**config.mk**
```make
export PLATFORM = sky130hd
export DESIGN_NAME = egress_tsn_packet_classifier_top
export DESIGN_NICKNAME = d
export VERILOG_FILES = /design/src/rtl/etpc_pkg.sv /design/src/rtl/etpc_front.sv /design/src/rtl/etpc_queue.sv /design/src/rtl/etpc_back.sv /design/src/rtl/egress_tsn_packet_classifier_top.sv
export SDC_FILE = /design/constraint.sdc
export NUM_CORES = 1
export LEC_CHECK = 0
export BUFFER_PORTS_ARGS = -buffer_cell sky130_fd_sc_hd__buf_2
export CAP_MARGIN = 10
export CORE_AREA = 3 3 189 191
export DETAILED_ROUTE_END_ITERATION = 8
export DIE_AREA = 0 0 192 194
export SYNTH_ARGS = -nofsm -noshare
export SYNTH_HDL_FRONTEND = slang
export SYNTH_SLANG_ARGS = --single-unit
```
**constraint.sdc**
```tcl
create_clock -name clock -period 4.9 [get_ports clock]
set_input_delay 0.245 -clock clock [delete_from_list [all_inputs] [get_ports clock]]
set_output_delay 0.245 -clock clock [all_outputs]
set_load 0.02 [all_outputs]
```
**src/rtl/etpc_pkg.sv**
```systemverilog
// Shared types and constants for the egress TSN packet classifier.
// Holds frame header offsets, EtherType and protocol codes, verdict and class codes,
// register indexes and the frame summary record. Depends on nothing.
package etpc_pkg;

   // Counter and output widths.
   localparam int COUNT_WIDTH     = 32;
   localparam int OUT_COUNT_WIDTH = 32;

   // Depth of the summary queue between the parser and the classifier.
   localparam int QUEUE_DEPTH = 2;

   // Byte position within a frame; saturates at the top value.
   localparam int POS_WIDTH = 7;
   localparam int LEN_WIDTH = 8;
   localparam logic [POS_WIDTH-1:0] POS_MAX = 7'd127;

   // Fixed byte positions in the Ethernet and VLAN headers.
   localparam logic [POS_WIDTH-1:0] POS_OUTER_HI = 7'd12;
   localparam logic [POS_WIDTH-1:0] POS_OUTER_LO = 7'd13;
   localparam logic [POS_WIDTH-1:0] POS_VLAN_TCI = 7'd14;
   localparam logic [POS_WIDTH-1:0] POS_INNER_HI = 7'd16;
   localparam logic [POS_WIDTH-1:0] POS_INNER_LO = 7'd17;

   // Offsets relative to the start of the IPv4 header and of the UDP header.
   localparam logic [POS_WIDTH-1:0] IP_PROTO_OFFSET   = 7'd9;
   localparam logic [POS_WIDTH-1:0] UDP_DPORT_HI_OFFS = 7'd2;
   localparam logic [POS_WIDTH-1:0] UDP_DPORT_LO_OFFS = 7'd3;

   // Header lengths in bytes; the minimum IHL is in 32-bit words.
   localparam logic [LEN_WIDTH-1:0] ETH_HDR_LEN  = 8'd14;
   localparam logic [LEN_WIDTH-1:0] VLAN_L3_LEN  = 8'd18;
   localparam logic [LEN_WIDTH-1:0] IP_MIN_LEN   = 8'd20;
   localparam logic [LEN_WIDTH-1:0] UDP_HDR_LEN  = 8'd8;
   localparam logic [3:0]           IHL_MIN      = 4'd5;

   // Protocol codes.
   localparam logic [15:0] ETYPE_VLAN_Q  = 16'h8100;
   localparam logic [15:0] ETYPE_VLAN_AD = 16'h88A8;
   localparam logic [15:0] ETYPE_IPV4    = 16'h0800;
   localparam logic [7:0]  PROTO_UDP     = 8'd17;

   // Priorities that map to the higher traffic classes.
   localparam logic [7:0] PRIO_HIGH   = 8'd3;
   localparam logic [7:0] PRIO_MEDIUM = 8'd2;

   typedef enum logic [1:0] {
      VERDICT_SHORT       = 2'd0,
      VERDICT_TSN         = 2'd1,
      VERDICT_BEST_EFFORT = 2'd2,
      VERDICT_TOTAL_ONLY  = 2'd3
   } verdict_type;

   typedef enum logic [1:0] {
      CLASS_HIGH   = 2'd0,
      CLASS_MEDIUM = 2'd1,
      CLASS_LOW    = 2'd2
   } traffic_class_type;

   // Configuration register indexes and reset values.
   localparam int CSR_DATA_WIDTH = 16;
   typedef enum logic {
      CSR_TSN_UDP_PORT = 1'b0,
      CSR_TSN_PRIORITY = 1'b1
   } csr_index_type;
   localparam logic [15:0] TSN_UDP_PORT_RESET = 16'd5000;
   localparam logic [7:0]  TSN_PRIORITY_RESET = 8'd3;

   // Everything the classifier needs to know about one completed frame.
   typedef struct packed {
      logic [LEN_WIDTH-1:0] length;
      logic                 is_vlan;
      logic                 is_ipv4;
      logic [3:0]           header_words;
      logic [7:0]           ip_protocol;
      logic [15:0]          udp_dest_port;
      logic [7:0]           frame_prio;
   } frame_summary_type;

   typedef struct packed {
      logic              valid;
      frame_summary_type summary;
   } summary_push_type;

endpackage

```
**src/rtl/etpc_front.sv**
```systemverilog
// Byte parser for the egress TSN packet classifier.
// Tracks the byte position, captures header fields and emits a frame summary on
// the last byte. Depends on etpc_pkg.
module etpc_front (
   input  logic                      clock,
   input  logic                      reset,
   input  logic                      in_accept,
   input  logic [7:0]                req_data_byte,
   input  logic                      req_first_byte,
   input  logic                      req_last_byte,
   input  logic [7:0]                req_priority_in,
   output etpc_pkg::summary_push_type push
);

   logic [etpc_pkg::POS_WIDTH-1:0] pos_ff;
   logic [etpc_pkg::POS_WIDTH-1:0] pos_in;
   logic [15:0]                    outer_ethertype_ff;
   logic [15:0]                    outer_ethertype_in;
   logic [15:0]                    inner_ethertype_ff;
   logic [15:0]                    inner_ethertype_in;
   logic [3:0]                     header_words_ff;
   logic [3:0]                     header_words_in;
   logic [7:0]                     ip_protocol_ff;
   logic [7:0]                     ip_protocol_in;
   logic [15:0]                    udp_dest_port_ff;
   logic [15:0]                    udp_dest_port_in;
   logic [7:0]                     frame_prio_ff;
   logic [7:0]                     frame_prio_in;

   logic [etpc_pkg::POS_WIDTH-1:0] pos;
   logic                           is_vlan;
   logic [etpc_pkg::POS_WIDTH-1:0] l3_pos;
   logic [etpc_pkg::POS_WIDTH-1:0] udp_pos;

   always_comb begin
      pos = req_first_byte ? '0 : pos_ff;

      // A new frame starts with cleared fields and a fresh priority sample.
      if (pos == '0) begin
         outer_ethertype_in = '0;
         inner_ethertype_in = '0;
         header_words_in    = '0;
         ip_protocol_in     = '0;
         udp_dest_port_in   = '0;
         frame_prio_in      = req_priority_in;
      end else begin
         outer_ethertype_in = outer_ethertype_ff;
         inner_ethertype_in = inner_ethertype_ff;
         header_words_in    = header_words_ff;
         ip_protocol_in     = ip_protocol_ff;
         udp_dest_port_in   = udp_dest_port_ff;
         frame_prio_in      = frame_prio_ff;
      end

      if (pos == etpc_pkg::POS_OUTER_HI) outer_ethertype_in[15:8] = req_data_byte;
      if (pos == etpc_pkg::POS_OUTER_LO) outer_ethertype_in[7:0]  = req_data_byte;

      is_vlan = (outer_ethertype_in == etpc_pkg::ETYPE_VLAN_Q) ||
                (outer_ethertype_in == etpc_pkg::ETYPE_VLAN_AD);

      if (is_vlan) begin
         if (pos == etpc_pkg::POS_VLAN_TCI) frame_prio_in = {5'd0, req_data_byte[7:5]};
         if (pos == etpc_pkg::POS_INNER_HI) inner_ethertype_in[15:8] = req_data_byte;
         if (pos == etpc_pkg::POS_INNER_LO) inner_ethertype_in[7:0]  = req_data_byte;
         l3_pos = etpc_pkg::POS_WIDTH'(etpc_pkg::VLAN_L3_LEN);
      end else begin
         l3_pos = etpc_pkg::POS_WIDTH'(etpc_pkg::ETH_HDR_LEN);
      end

      udp_pos = l3_pos + {1'b0, header_words_in, 2'b00};
      if (pos >= etpc_pkg::POS_WIDTH'(etpc_pkg::ETH_HDR_LEN)) begin
         if (pos == l3_pos) header_words_in = req_data_byte[3:0];
         if (pos == l3_pos + etpc_pkg::IP_PROTO_OFFSET) ip_protocol_in = req_data_byte;
         // The UDP offset follows the IHL as it stands after this byte.
         udp_pos = l3_pos + {1'b0, header_words_in, 2'b00};
         if (pos == udp_pos + etpc_pkg::UDP_DPORT_HI_OFFS) begin
            udp_dest_port_in[15:8] = req_data_byte;
         end
         if (pos == udp_pos + etpc_pkg::UDP_DPORT_LO_OFFS) begin
            udp_dest_port_in[7:0] = req_data_byte;
         end
      end

      if (req_last_byte) begin
         pos_in = '0;
      end else if (pos < etpc_pkg::POS_MAX) begin
         pos_in = pos + 1'b1;
      end else begin
         pos_in = etpc_pkg::POS_MAX;
      end
   end

   always_comb begin
      push.valid                 = in_accept && req_last_byte;
      push.summary.length        = {1'b0, pos} + 1'b1;
      push.summary.is_vlan       = is_vlan;
      push.summary.is_ipv4       = is_vlan ? (inner_ethertype_in == etpc_pkg::ETYPE_IPV4)
                                           : (outer_ethertype_in == etpc_pkg::ETYPE_IPV4);
      push.summary.header_words  = header_words_in;
      push.summary.ip_protocol   = ip_protocol_in;
      push.summary.udp_dest_port = udp_dest_port_in;
      push.summary.frame_prio    = frame_prio_in;
   end

   always_ff @(posedge clock) begin
      if (reset) begin
         pos_ff <= '0;
      end else if (in_accept) begin
         pos_ff <= pos_in;
      end
   end

   always_ff @(posedge clock) begin
      if (in_accept) begin
         outer_ethertype_ff <= outer_ethertype_in;
         inner_ethertype_ff <= inner_ethertype_in;
         header_words_ff    <= header_words_in;
         ip_protocol_ff     <= ip_protocol_in;
         udp_dest_port_ff   <= udp_dest_port_in;
         frame_prio_ff      <= frame_prio_in;
      end
   end

endmodule

```
**src/rtl/etpc_queue.sv**
```systemverilog
// Short summary queue between the parser and the classifier.
// A small register FIFO of frame summaries. Depends on etpc_pkg.
module etpc_queue (
   input  logic                        clock,
   input  logic                        reset,
   input  etpc_pkg::summary_push_type  push,
   input  logic                        pop,
   output logic                        full,
   output logic                        empty,
   output etpc_pkg::frame_summary_type head
);

   localparam int PTR_WIDTH = (etpc_pkg::QUEUE_DEPTH > 1) ? $clog2(etpc_pkg::QUEUE_DEPTH) : 1;
   localparam int CNT_WIDTH = $clog2(etpc_pkg::QUEUE_DEPTH + 1);
   localparam logic [PTR_WIDTH-1:0] PTR_LAST = PTR_WIDTH'(etpc_pkg::QUEUE_DEPTH - 1);
   localparam logic [CNT_WIDTH-1:0] CNT_FULL = CNT_WIDTH'(etpc_pkg::QUEUE_DEPTH);

   etpc_pkg::frame_summary_type entries_ff [etpc_pkg::QUEUE_DEPTH];
   logic [PTR_WIDTH-1:0] wr_ptr_ff;
   logic [PTR_WIDTH-1:0] wr_ptr_in;
   logic [PTR_WIDTH-1:0] rd_ptr_ff;
   logic [PTR_WIDTH-1:0] rd_ptr_in;
   logic [CNT_WIDTH-1:0] count_ff;
   logic [CNT_WIDTH-1:0] count_in;
   logic                 do_push;
   logic                 do_pop;

   assign full    = (count_ff == CNT_FULL);
   assign empty   = (count_ff == '0);
   assign head    = entries_ff[rd_ptr_ff];
   assign do_push = push.valid && !full;
   assign do_pop  = pop && !empty;

   always_comb begin
      wr_ptr_in = wr_ptr_ff;
      rd_ptr_in = rd_ptr_ff;
      count_in  = count_ff;
      if (do_push) begin
         wr_ptr_in = (wr_ptr_ff == PTR_LAST) ? '0 : wr_ptr_ff + 1'b1;
      end
      if (do_pop) begin
         rd_ptr_in = (rd_ptr_ff == PTR_LAST) ? '0 : rd_ptr_ff + 1'b1;
      end
      if (do_push && !do_pop) begin
         count_in = count_ff + 1'b1;
      end else if (do_pop && !do_push) begin
         count_in = count_ff - 1'b1;
      end
   end

   always_ff @(posedge clock) begin
      if (reset) begin
         wr_ptr_ff <= '0;
         rd_ptr_ff <= '0;
         count_ff  <= '0;
      end else begin
         wr_ptr_ff <= wr_ptr_in;
         rd_ptr_ff <= rd_ptr_in;
         count_ff  <= count_in;
      end
   end

   always_ff @(posedge clock) begin
      if (do_push) begin
         entries_ff[wr_ptr_ff] <= push.summary;
      end
   end

endmodule

```
**src/rtl/etpc_back.sv**
```systemverilog
// Frame classifier and counters for the egress TSN packet classifier.
// Takes frame summaries from the queue, applies the verdict rules, updates the
// wrapping counters and holds the result register. Depends on etpc_pkg.
module etpc_back (
   input  logic                        clock,
   input  logic                        reset,
   input  logic                        csr_write_enable,
   input  logic                        csr_index,
   input  logic [etpc_pkg::CSR_DATA_WIDTH-1:0] csr_write_data,
   input  logic                        queue_empty,
   input  etpc_pkg::frame_summary_type queue_head,
   output logic                        queue_pop,
   output logic                        rsp_valid,
   input  logic                        rsp_stall,
   output logic [1:0]                  rsp_verdict,
   output logic [1:0]                  rsp_traffic_class,
   output logic [7:0]                  rsp_effective_priority,
   output logic [etpc_pkg::OUT_COUNT_WIDTH-1:0] rsp_total_count,
   output logic [etpc_pkg::OUT_COUNT_WIDTH-1:0] rsp_tsn_count,
   output logic [etpc_pkg::OUT_COUNT_WIDTH-1:0] rsp_best_effort_count
);

   logic [15:0] tsn_udp_port_ff;
   logic [7:0]  tsn_priority_ff;

   logic [etpc_pkg::COUNT_WIDTH-1:0] total_ff;
   logic [etpc_pkg::COUNT_WIDTH-1:0] total_in;
   logic [etpc_pkg::COUNT_WIDTH-1:0] tsn_ff;
   logic [etpc_pkg::COUNT_WIDTH-1:0] tsn_in;
   logic [etpc_pkg::COUNT_WIDTH-1:0] best_effort_ff;
   logic [etpc_pkg::COUNT_WIDTH-1:0] best_effort_in;

   logic                              out_valid_ff;
   etpc_pkg::verdict_type             verdict_ff;
   etpc_pkg::traffic_class_type       class_ff;
   logic [7:0]                        prio_ff;

   etpc_pkg::verdict_type             verdict;
   etpc_pkg::traffic_class_type       tclass;
   logic                              counted;
   logic [etpc_pkg::LEN_WIDTH-1:0]    l3_len;
   logic [etpc_pkg::LEN_WIDTH-1:0]    udp_end;

   // Configuration registers; user must write only when no frame is in flight.
   always_ff @(posedge clock) begin
      if (reset) begin
         tsn_udp_port_ff <= etpc_pkg::TSN_UDP_PORT_RESET;
         tsn_priority_ff <= etpc_pkg::TSN_PRIORITY_RESET;
      end else if (csr_write_enable) begin
         unique case (etpc_pkg::csr_index_type'(csr_index))
            etpc_pkg::CSR_TSN_UDP_PORT: tsn_udp_port_ff <= csr_write_data[15:0];
            etpc_pkg::CSR_TSN_PRIORITY: tsn_priority_ff <= csr_write_data[7:0];
            default: ;
         endcase
      end
   end

   always_comb begin
      l3_len  = queue_head.is_vlan ? etpc_pkg::VLAN_L3_LEN : etpc_pkg::ETH_HDR_LEN;
      udp_end = l3_len + {2'b00, queue_head.header_words, 2'b00} + etpc_pkg::UDP_HDR_LEN;
      counted = 1'b0;
      verdict = etpc_pkg::VERDICT_BEST_EFFORT;

      if (queue_head.length < etpc_pkg::ETH_HDR_LEN) begin
         verdict = etpc_pkg::VERDICT_SHORT;
      end else begin
         counted = 1'b1;
         if (queue_head.is_vlan && (queue_head.length < etpc_pkg::VLAN_L3_LEN)) begin
            verdict = etpc_pkg::VERDICT_TOTAL_ONLY;
         end else if (!queue_head.is_ipv4) begin
            verdict = etpc_pkg::VERDICT_BEST_EFFORT;
         end else if (queue_head.length < l3_len + etpc_pkg::IP_MIN_LEN) begin
            verdict = etpc_pkg::VERDICT_TOTAL_ONLY;
         end else if (queue_head.header_words < etpc_pkg::IHL_MIN) begin
            verdict = etpc_pkg::VERDICT_TOTAL_ONLY;
         end else if (queue_head.ip_protocol != etpc_pkg::PROTO_UDP) begin
            verdict = etpc_pkg::VERDICT_BEST_EFFORT;
         end else if (queue_head.length < udp_end) begin
            verdict = etpc_pkg::VERDICT_TOTAL_ONLY;
         end else if ((queue_head.udp_dest_port == tsn_udp_port_ff) ||
                      (queue_head.frame_prio == tsn_priority_ff)) begin
            verdict = etpc_pkg::VERDICT_TSN;
         end else begin
            verdict = etpc_pkg::VERDICT_BEST_EFFORT;
         end
      end

      if (queue_head.frame_prio == etpc_pkg::PRIO_HIGH) begin
         tclass = etpc_pkg::CLASS_HIGH;
      end else if (queue_head.frame_prio == etpc_pkg::PRIO_MEDIUM) begin
         tclass = etpc_pkg::CLASS_MEDIUM;
      end else begin
         tclass = etpc_pkg::CLASS_LOW;
      end

      total_in       = total_ff + etpc_pkg::COUNT_WIDTH'(counted);
      tsn_in         = tsn_ff + etpc_pkg::COUNT_WIDTH'(verdict == etpc_pkg::VERDICT_TSN);
      best_effort_in = best_effort_ff +
                       etpc_pkg::COUNT_WIDTH'(verdict == etpc_pkg::VERDICT_BEST_EFFORT);
   end

   // The result register frees as the current result is taken.
   assign queue_pop = !queue_empty && (!out_valid_ff || !rsp_stall);

   always_ff @(posedge clock) begin
      if (reset) begin
         out_valid_ff   <= 1'b0;
         total_ff       <= '0;
         tsn_ff         <= '0;
         best_effort_ff <= '0;
      end else begin
         if (queue_pop) begin
            out_valid_ff   <= 1'b1;
            total_ff       <= total_in;
            tsn_ff         <= tsn_in;
            best_effort_ff <= best_effort_in;
         end else if (!rsp_stall) begin
            out_valid_ff <= 1'b0;
         end
      end
   end

   always_ff @(posedge clock) begin
      if (queue_pop) begin
         verdict_ff <= verdict;
         class_ff   <= tclass;
         prio_ff    <= queue_head.frame_prio;
      end
   end

   assign rsp_valid              = out_valid_ff;
   assign rsp_verdict            = verdict_ff;
   assign rsp_traffic_class      = class_ff;
   assign rsp_effective_priority = prio_ff;
   assign rsp_total_count        = etpc_pkg::OUT_COUNT_WIDTH'(total_ff);
   assign rsp_tsn_count          = etpc_pkg::OUT_COUNT_WIDTH'(tsn_ff);
   assign rsp_best_effort_count  = etpc_pkg::OUT_COUNT_WIDTH'(best_effort_ff);

endmodule

```
**src/rtl/egress_tsn_packet_classifier_top.sv**
```systemverilog
// Top level of the egress TSN packet classifier: parser, summary queue and classifier.
// Depends on etpc_pkg, etpc_front, etpc_queue and etpc_back.
// Throughput is one frame byte per cycle while the summary queue is not full and one result
// per cycle while the result side does not stall; the byte parser handles every byte in the cycle it is accepted.
// A result passes from its last byte into the summary queue and from there into the result
// register. Reset clears the byte position, queue and counters and loads the
// register defaults (UDP port 5000, priority 3); there is no clearing pass.
module egress_tsn_packet_classifier_top (
   input  logic        clock,
   input  logic        reset,

   // Configuration write port.
   input  logic        csr_write_enable,
   input  logic        csr_index,
   input  logic [15:0] csr_write_data,

   // Frame bytes in.
   input  logic        req_valid,
   output logic        req_stall,
   input  logic [7:0]  req_data_byte,
   input  logic        req_first_byte,
   input  logic        req_last_byte,
   input  logic [7:0]  req_priority_in,

   // Per-frame results out.
   output logic        rsp_valid,
   input  logic        rsp_stall,
   output logic [1:0]  rsp_verdict,
   output logic [1:0]  rsp_traffic_class,
   output logic [7:0]  rsp_effective_priority,
   output logic [31:0] rsp_total_count,
   output logic [31:0] rsp_tsn_count,
   output logic [31:0] rsp_best_effort_count
);

   etpc_pkg::summary_push_type  push;
   etpc_pkg::frame_summary_type queue_head;
   logic                        queue_full;
   logic                        queue_empty;
   logic                        queue_pop;
   logic                        in_accept;

   // The input is held off only when the summary queue is full. Since the
   // queue is popped whenever the result register is free or being emptied,
   // this happens only while the result side stalls, so a frame byte is
   // taken every cycle in normal operation.
   assign req_stall = queue_full;
   assign in_accept = req_valid && !req_stall;

   // The parser sees every accepted transaction and pushes one summary per
   // frame, on its last byte.
   etpc_front u_front (
      .clock           (clock),
      .reset           (reset),
      .in_accept       (in_accept),
      .req_data_byte   (req_data_byte),
      .req_first_byte  (req_first_byte),
      .req_last_byte   (req_last_byte),
      .req_priority_in (req_priority_in),
      .push            (push)
   );

   // The queue decouples the parser from the classifier, so a stalled result
   // does not stop the byte stream at once.
   etpc_queue u_queue (
      .clock (clock),
      .reset (reset),
      .push  (push),
      .pop   (queue_pop),
      .full  (queue_full),
      .empty (queue_empty),
      .head  (queue_head)
   );

   // The classifier applies the verdict rules, updates the counters and
   // presents each result transaction from its output register.
   etpc_back u_back (
      .clock                  (clock),
      .reset                  (reset),
      .csr_write_enable       (csr_write_enable),
      .csr_index              (csr_index),
      .csr_write_data         (csr_write_data),
      .queue_empty            (queue_empty),
      .queue_head             (queue_head),
      .queue_pop              (queue_pop),
      .rsp_valid              (rsp_valid),
      .rsp_stall              (rsp_stall),
      .rsp_verdict            (rsp_verdict),
      .rsp_traffic_class      (rsp_traffic_class),
      .rsp_effective_priority (rsp_effective_priority),
      .rsp_total_count        (rsp_total_count),
      .rsp_tsn_count          (rsp_tsn_count),
      .rsp_best_effort_count  (rsp_best_effort_count)
   );

endmodule
```
==> results of run 1 <==
cell usage in the layout (no fill, tap or decap), drive strengths merged, types with 4 or more instances in the layout:
cell type / Yosys / layout
o211ai: 5 / 5
xor2: 74 / 74
and4: 13 / 13
nand4: 21 / 21
nor2b: 9 / 9
o21ai: 62 / 62
and2: 8 / 8
clkbuf: 48 / 49
a31o: 7 / 7
dfxtp: 133 / 133
a21oi: 58 / 58
nor2: 126 / 126
mux2i: 43 / 43
or3: 17 / 17
nor3: 13 / 13
ha: 27 / 27
xnor2: 46 / 46
nand3: 55 / 55
nand2: 192 / 192
inv: 38 / 39
clkinv: 1 / 12
dlygate4sd3: 0 / 16
edfxtp: 170 / 170
nor4: 15 / 15
a21o: 6 / 6
mux2: 18 / 18
and3: 26 / 26
nand3b: 9 / 9
nand2b: 4 / 4
buf: 10 / 185
cell families after synthesis:
logic type	Yosys count	synth area share (%)
simple gates	520	17.9
flops	303	56.8
compound gates	161	7.03
xor+xnor	120	7.69
buf+inv	97	2.89
mux	61	4.84
fa+ha+maj	29	2.77
metal layers:
layer  wire length (um)  global-route usage [%]  vias to the layer above
li1                   -                       -                     4910
met1              14900                    23.3                     4755
met2              14300                    26.2                      238
met3               1890                    2.69                       39
met4                442                    3.70                        0
met5                  0                       0                        -
critical path: stages, from the launching register on:
cell and delay [ns]:
dfxtp_2 0.34, nor2b_4 0.20, inv_2 0.07, ha_4 0.16, and2_4 0.15, a31oi_4 0.19, a32oi_2 0.13, o32ai_2 0.32
and2_4 0.22, a2bb2oi_4 0.17, nor2_2 0.05, a31o_2 0.25, ha_4 0.17, fa_2 0.43, xor2_4 0.22, nand3_4 0.12
xnor2_4 0.27, mux2i_1 0.14, o32ai_2 0.20, nand2_1 0.14, mux2i_4 0.18, buf_12 0.17, mux2i_2 0.26
repair_timing:
action / 4_1_cts / 5_1_grt
resized for setup: 5 / 54
hold endpoints to repair: 24 / 0
setup endpoints to repair: 48 / 56
pin swaps: 1 / 13
setup buffers: 0 / 7
hold buffers: 16 / 0
power breakdown:
group,internal (mW),switching (mW)
Sequential,2.98,0.102
Combinational,0.381,0.627
Clock,1.61,1.02
worst min path at each step:
stage	from	endpoint	slack (ns)	cells after the start
5_1_grt	rsp_stall	u_back.rsp_valid$_SDFFE_PP0P_	0.05	3
4_1_cts	rsp_stall	u_back.rsp_valid$_SDFFE_PP0P_	0.02	3
6_report	rsp_stall	u_back.rsp_valid$_SDFFE_PP0P_	0.03	3
2_1_floorplan	csr_write_data[0]	u_back.tsn_priority_ff[0]$_SDFFE_PP1P_	0.37	2
3_5_place_dp	csr_write_data[8]	u_back.tsn_udp_port_ff[8]$_SDFFE_PP1P_	0.46	3
3_3_place_gp	csr_write_data[8]	u_back.tsn_udp_port_ff[8]$_SDFFE_PP1P_	0.45	3
state kept, by name (all words and copies together) (netlist names), 4 cells and up, named ones only:
register                       count
u_queue.entries_ff                90
u_back.rsp_best_effort_count      32
u_back.rsp_total_count            32
u_back.rsp_tsn_count              32
u_back.tsn_udp_port_ff            16
u_front.inner_ethertype_ff        16
u_front.outer_ethertype_ff        16
u_front.udp_dest_port_ff          16
u_back.rsp_effective_priority      8
u_back.tsn_priority_ff             8
u_front.frame_prio_ff              8
u_front.ip_protocol_ff             8
u_front.pos_ff                     7
u_front.header_words_ff            4
metrics by stage:
stage                     utilization [%]  hold WS (ns)
after floorplan                         -         0.366
after global placement               43.9         0.454
after detailed placement             43.9         0.465
after CTS                            47.9        0.0168
after global routing                 48.8        0.0494
final                                48.8        0.0333
layout make-up:
type / count / area, um^2
Fill cell: 3146 / 17500
Sequential cell: 303 / 7770
Multi-Input combinational cell: 891 / 5860
Timing Repair Buffer: 201 / 1210
Clock buffer: 49 / 1050
Tap cell: 455 / 569
Inverter: 39 / 146
Clock inverter: 14 / 139
==> summary.md, run 1 <==
| Metric | Value |
|---|---|
| Pwr/cell area | 401 nW/um^2 |
| Cell taking the most area after synthesis | edfxtp_1 |
| Antenna violations before repair | 1 |
| RSZ-0062 raised after global routing | yes |
| Fin. Hold Viols | 0 |
| CTS buffer count | 35 |
| Max Cap Violations | 0 |
| Cell variety after synth | 62 |
| Final Max Tran Viols | 0 |
| Area delta synth->final | 22.5% |
| R2R cell count | 22 |
| Worst reg2reg path endpoint | u_front.udp_dest_port_ff[8]$_DFFE_PP_ |
| Top-area cell type share of the netlist area | 37.4% |
| Final Non-Filler Cells | 1,952 |
| CP endpoint kind | flip-flop |
| Setup WS pre-CTS | -0.148 ns |
| Worst-path fanout max | 8 |
| GPL Wtd Cong | 0.822 |
| IO Pins | 150 |
| Most used DFF post-synth | edfxtp_1 |
| CTS sink cnt | 303 |
| CTS Buffer Depth | 3 |
| TritonCTS clock tree | done |
| Ys async rst share | 0% |
| Worst setup path end | u_front.udp_dest_port_ff[8]$_DFFE_PP_ |
| Clock root cell | clkbuf_16 |
| Layout cell share with drive strength beyond 1 | roughly 22% |
| Post-Syn Area | 13,700 um^2 |
| Net Count, Synth | 1,360 |
| Placed insts | 1,866 |
| CP Launch Type | flip-flop |
| Final setup vio count | 0 |
| Worst R2R Setup Slack | 0.14 ns |
| Synth Register Bits | 303 |
| # nets final | about 1,500 |
| Worst skew pair latency | 0.51 ns |
| Die Y | 194 um |
| Die area | approximately 37,000 um^2 |
| Vias per cell | 5.09 |
| Final Critical Period | 4.76 ns |
| Critical path arrival | ~5.1 ns |
| Most instantiated cells after synthesis | nand2_1 (192), edfxtp_1 (170), dfxtp_1 (133), nor2_1 (126), xor2_1 (74) |
| Count leader, synth | nand2_1 |
| Iter 0 DRT Violations | ~560 |
| EDFF count, synth | 170 |
| Final instance area | 16,700 um^2 |
| Setup CP Type | reg2reg |
| Ys Warns | 0 |
| Hold Path Class | in2reg |
| Post-Synthesis Cells | around 1,300 |
| Avg Synthesized Cell Area | 10.6 um^2 |
| Max VDD drop | 0.259 mV |
| Drt wl/cell | 16.2 um |
| GRT Residual Overflow | 0 |
| DRC | 0 |
| Sequential share of the synthesized area | 56.8% |
| Placed Instance Area | 15,000 um^2 |
| Post-route ant nets | 0 |
| Setup slack after layout | 0.145 ns |
| Status | finished, final reports clean |
| Fmax achieved | ~210 MHz |
| Core Box Area | 34,300 um^2 |
| Leakage | 6.40 nW |
| DP HPWL | 21,300 um |
| First-pass GRT wire length | roughly 50,000 um |
| Starting density of the core | 39.9% |
| Ant diodes | 0 |
| # rows | 68 |
| Vias | 9,942 |
| Critical Path RT | 5.23 ns |
| Tot Pwr | 6.71 mW |
| Largest net degree at the start of global routing | a little over 80 |
| Slew at the pin with the worst max-slew slack | 0.992 ns |
| Reg-to-Reg Start | u_front.pos_ff[0]$_SDFFE_PP0P_ |
| Relative max-transition margin | 33.7% |
| DRT Pass-1 Iters | 7 |
| Total Wirelength | 31,500 um |
| Tcrit/Tclk final | 97.0% |
| Worst-path clk slew | 0.06 ns |
| H-tree depth | 2 |
| Post-route setup TNS | 0 ns |
| GRT Total Usage | 16.3% |
| I/O Buffers | 149 |
| Die X | 192 um |
| Critical Path Start | u_front.pos_ff[0]$_SDFFE_PP0P_ |
| Vias in the first global route | 9,530 |
| Synth top area cells | edfxtp_1 (37%), dfxtp_1 (19%), nand2_1 (5.3%), xor2_1 (4.7%), nor2_1 (3.5%) |
| Clock Skew | a little over 0.02 ns |
Note: power is estimated with default switching activity, not from simulation.
==> run 2, diff against run 1 <==
- CTS_BUF_LIST: unset -> sky130_fd_sc_hd__clkbuf_16
- GPL_TIMING_DRIVEN: unset -> 0
==> summary.md, run 2 (synthesis results as in run 1) <==
| Metric | Value |
|---|---|
| Status | finished, final reports clean (unchanged) |
| DRC | 0 (unchanged) |
| Iter 0 DRT Violations | 611 (was 556) |
| Post-route ant nets | 0 (unchanged) |
| Worst skew pair latency | 0.52 ns (was 0.51 ns) |
| Antenna violations before repair | 2 (was 1) |
| Area delta synth->final | 26.0% (was 22.5%) |
| Vias in the first global route | 9,987 (was 9,530) |
| IO Pins | 150 (unchanged) |
| Total Wirelength | 34,100 um (was 31,500 um) |
| Slowest cell on crit path | fa_2 (unchanged) |
| Leakage | 6.54 nW (was 6.40 nW) |
| DP HPWL | 23,300 um (was 21,300 um) |
| CP Launch Type | flip-flop (unchanged) |
| Worst-path fanout max | 8 (unchanged) |
| CTS sink cnt | 303 (unchanged) |
| Hold Path Class | in2reg (unchanged) |
| Critical Path RT | 5.24 ns (was 5.23 ns) |
| # rows | 68 (unchanged) |
| TritonCTS clock tree | done (unchanged) |
| Most frequent cells in the layout | nand2_1 (187), edfxtp_1 (170), buf_2 (146), dfxtp_1 (128), nor2_1 (119) (was nand2_1 (191), edfxtp_1 (170), buf_2 (148), dfxtp_1 (131), nor2_1 (122)) |
| Core Box Area | 34,300 um^2 (unchanged) |
| Post-route setup TNS | 0 ns (unchanged) |
| Starting density of the core | 39.9% (unchanged) |
| CTS buffer count | 34 (was 35) |
| Cell breakdown of the critical path | nor2b_4 > inv_2 > ha_4 > nand4b_1 > or2_1 > buf_6 > a41oi_4 > o32ai_2 > and2_4 > a2bb2oi_4 > buf_6 > a31o_4 > ha_4 > fa_2 > ha_4 > nand2_4 > xnor2_4 > o31ai_4 > nand2_2 > mux2i_4 > buf_12 > mux2i_4 (was nor2b_4 > inv_2 > ha_4 > and2_4 > a31oi_4 > a32oi_2 > o32ai_2 > and2_4 > a2bb2oi_4 > nor2_2 > a31o_2 > ha_4 > fa_2 > xor2_4 > nand3_4 > xnor2_4 > mux2i_1 > o32ai_2 > nand2_1 > mux2i_4 > buf_12 > mux2i_2) |
| Placed insts | 1,893 (was 1,866) |
| Largest stage delay, worst path | 0.61 ns (was 0.43 ns) |
| GRT Residual Overflow | 0 (unchanged) |
| Final Critical Period | 4.82 ns (was 4.76 ns) |
| DRT Pass-1 Iters | 5 (was 7) |
| Critical path arrival | 5.16 ns (was 5.08 ns) |
| Vias per cell | 5.13 (was 5.09) |
| Tot Pwr | 6.61 mW (was 6.71 mW) |
| Layout cell share with drive strength beyond 1 | 23.1% (was 22.2%) |
| Worst-path clk slew | 0.06 ns (about the same) |
| Setup WS pre-CTS | -1.02 ns (was -0.148 ns) |
| I/O Buffers | 144 (was 149) |
| Vias | 10,300 (was 9,942) |
| CP endpoint kind | flip-flop (unchanged) |
| Setup CP Type | reg2reg (unchanged) |
| Relative max-transition margin | 33.5% (was 33.7%) |
| First-pass GRT wire length | 53,000 um (was 49,800 um) |
| R2R cell count | 22 (unchanged) |
| Biggest register | u_queue.entries_ff (unchanged) |
| CTS Buffer Depth | 3 (unchanged) |
| Max Cap Violations | 0 (unchanged) |
| GRT Total Usage | 17.5% (was 16.3%) |
| Final hold slack | 0.0224 ns (was 0.0333 ns) |
| RSZ-0062 raised after global routing | yes (unchanged) |
| Final Max Tran Viols | 0 (unchanged) |
| Hold-critical path depth | 3 (unchanged) |
| Clock Skew | 0.0200 ns (was 0.0205 ns) |
| Fillers | 3,070 (was 3,146) |
| Slew at the pin with the worst max-slew slack | 0.998 ns (was 0.992 ns) |
| Max FFs per register | 90 (unchanged) |
| Die area | 37,200 um^2 (unchanged) |
| Drt wl/cell | 17.0 um (was 16.2 um) |
| Top cell by count, worst path | ha_4 |
| Max VDD drop | 0.238 mV (was 0.259 mV) |
| Final setup vio count | 0 (unchanged) |
| Fin. Hold Viols | 0 (unchanged) |
| Critical Path Start | u_front.pos_ff[1]$_SDFFE_PP0P_ (was u_front.pos_ff[0]$_SDFFE_PP0P_) |
| # nets final | 1,594 (was 1,540) |
| Fmax achieved | 208 MHz (was 210 MHz) |
| Die Y | 194 um (unchanged) |
| GPL Wtd Cong | 0.839 (was 0.822) |
| HP Start | rsp_stall (unchanged) |
| Final Non-Filler Cells | 2,005 (was 1,952) |
| Pwr/cell area | 384 nW/um^2 (was 401 nW/um^2) |
| Largest net degree at the start of global routing | 52 (was 81) |
| Die X | 192 um (unchanged) |
| Clock root cell | clkbuf_16 (unchanged) |
| Reg-to-Reg Start | u_front.pos_ff[1]$_SDFFE_PP0P_ (was u_front.pos_ff[0]$_SDFFE_PP0P_) |
| Commonest non-fill, non-tap cell in the layout | nand2_1 (unchanged) |
| H-tree depth | 2 (unchanged) |
| Setup slack after layout | 0.0812 ns (was 0.145 ns) |
| Tcrit/Tclk final | 98.3% (was 97.0%) |
[run 2: changes by cell type in the layout (fill, tap and decap cells not counted), moves of 4 or more]
cell	before	now
nand2_1	191	187
mux2i_4	10	17
clkinv_1	1	8
clkinv_2	9	5
mux2i_2	6	2
clkbuf_8	5	1
clkbuf_1	4	40
inv_1	35	42
[run 2: worst max-delay path: cells and delay by family (launching register included)]
kind            cells  cell delay (ns)
mux                 2             0.45
buf+inv             4             0.58
xor+xnor            1             0.14
simple gates        6             0.96
compound gates      5             1.05
fa+ha+maj           4             1.11
flops               1             0.32
[run 2: repair_timing]
item,4_1_cts,5_1_grt
hold buffers,16,0
gates resized for setup,62,60
hold endpoints to repair,24,0
setup endpoints to repair,104,80
buffers inserted,18,21
pin swaps,12,19
[run 2: power by group]
group	internal, mW	leakage [nW]	switching [mW]
Sequential	2.97	2.71	0.107
Combinational	0.420	3.27	0.672
Clock	1.41	0.550	1.03
[run 2: layer usage]
| layer | GRT usage, % | up-vias | wire, um |
|---|---|---|---|
| met5 | 0 | - | 13 |
| met4 | 4.29 | 2 | 626 |
| met3 | 3.24 | 53 | 2000 |
| met2 | 29.0 | 238 | 16100 |
| met1 | 23.9 | 4965 | 15300 |
| li1 | - | 5025 | - |
[run 2: layout make-up]
cell class	count	area (um^2)	share of cell area, %
buffer	54	265	1.54
clock buffer	35	876	5.09
sequential	303	7770	45.1
multi-input combinational	891	6130	35.6
timing repair buffer	202	1270	7.40
antenna	1	2.50	0.0145
clock inverter	25	181	1.05
tap	455	569	3.31
inverter	39	149	0.865
[run 2: worst paths after layout]
path	to	slack, ns
max	u_queue.entries_ff[1][22]$_DFFE_PP_	0.08
min	u_back.rsp_valid$_SDFFE_PP0P_	0.02
min reg2reg	u_back.tsn_priority_ff[7]$_SDFFE_PP0P_	0.47
max reg2reg	u_queue.entries_ff[1][22]$_DFFE_PP_	0.08
[run 2: per-stage QoR]
stage / instance area, um^2 / utilization (%)
final: 17200 / 50.2
after global routing: 17200 / 50.2
after CTS: 16700 / 48.8
after detailed placement: 15100 / 44.0
after global placement: 15000 / 43.8
after floorplan: 13700 / -
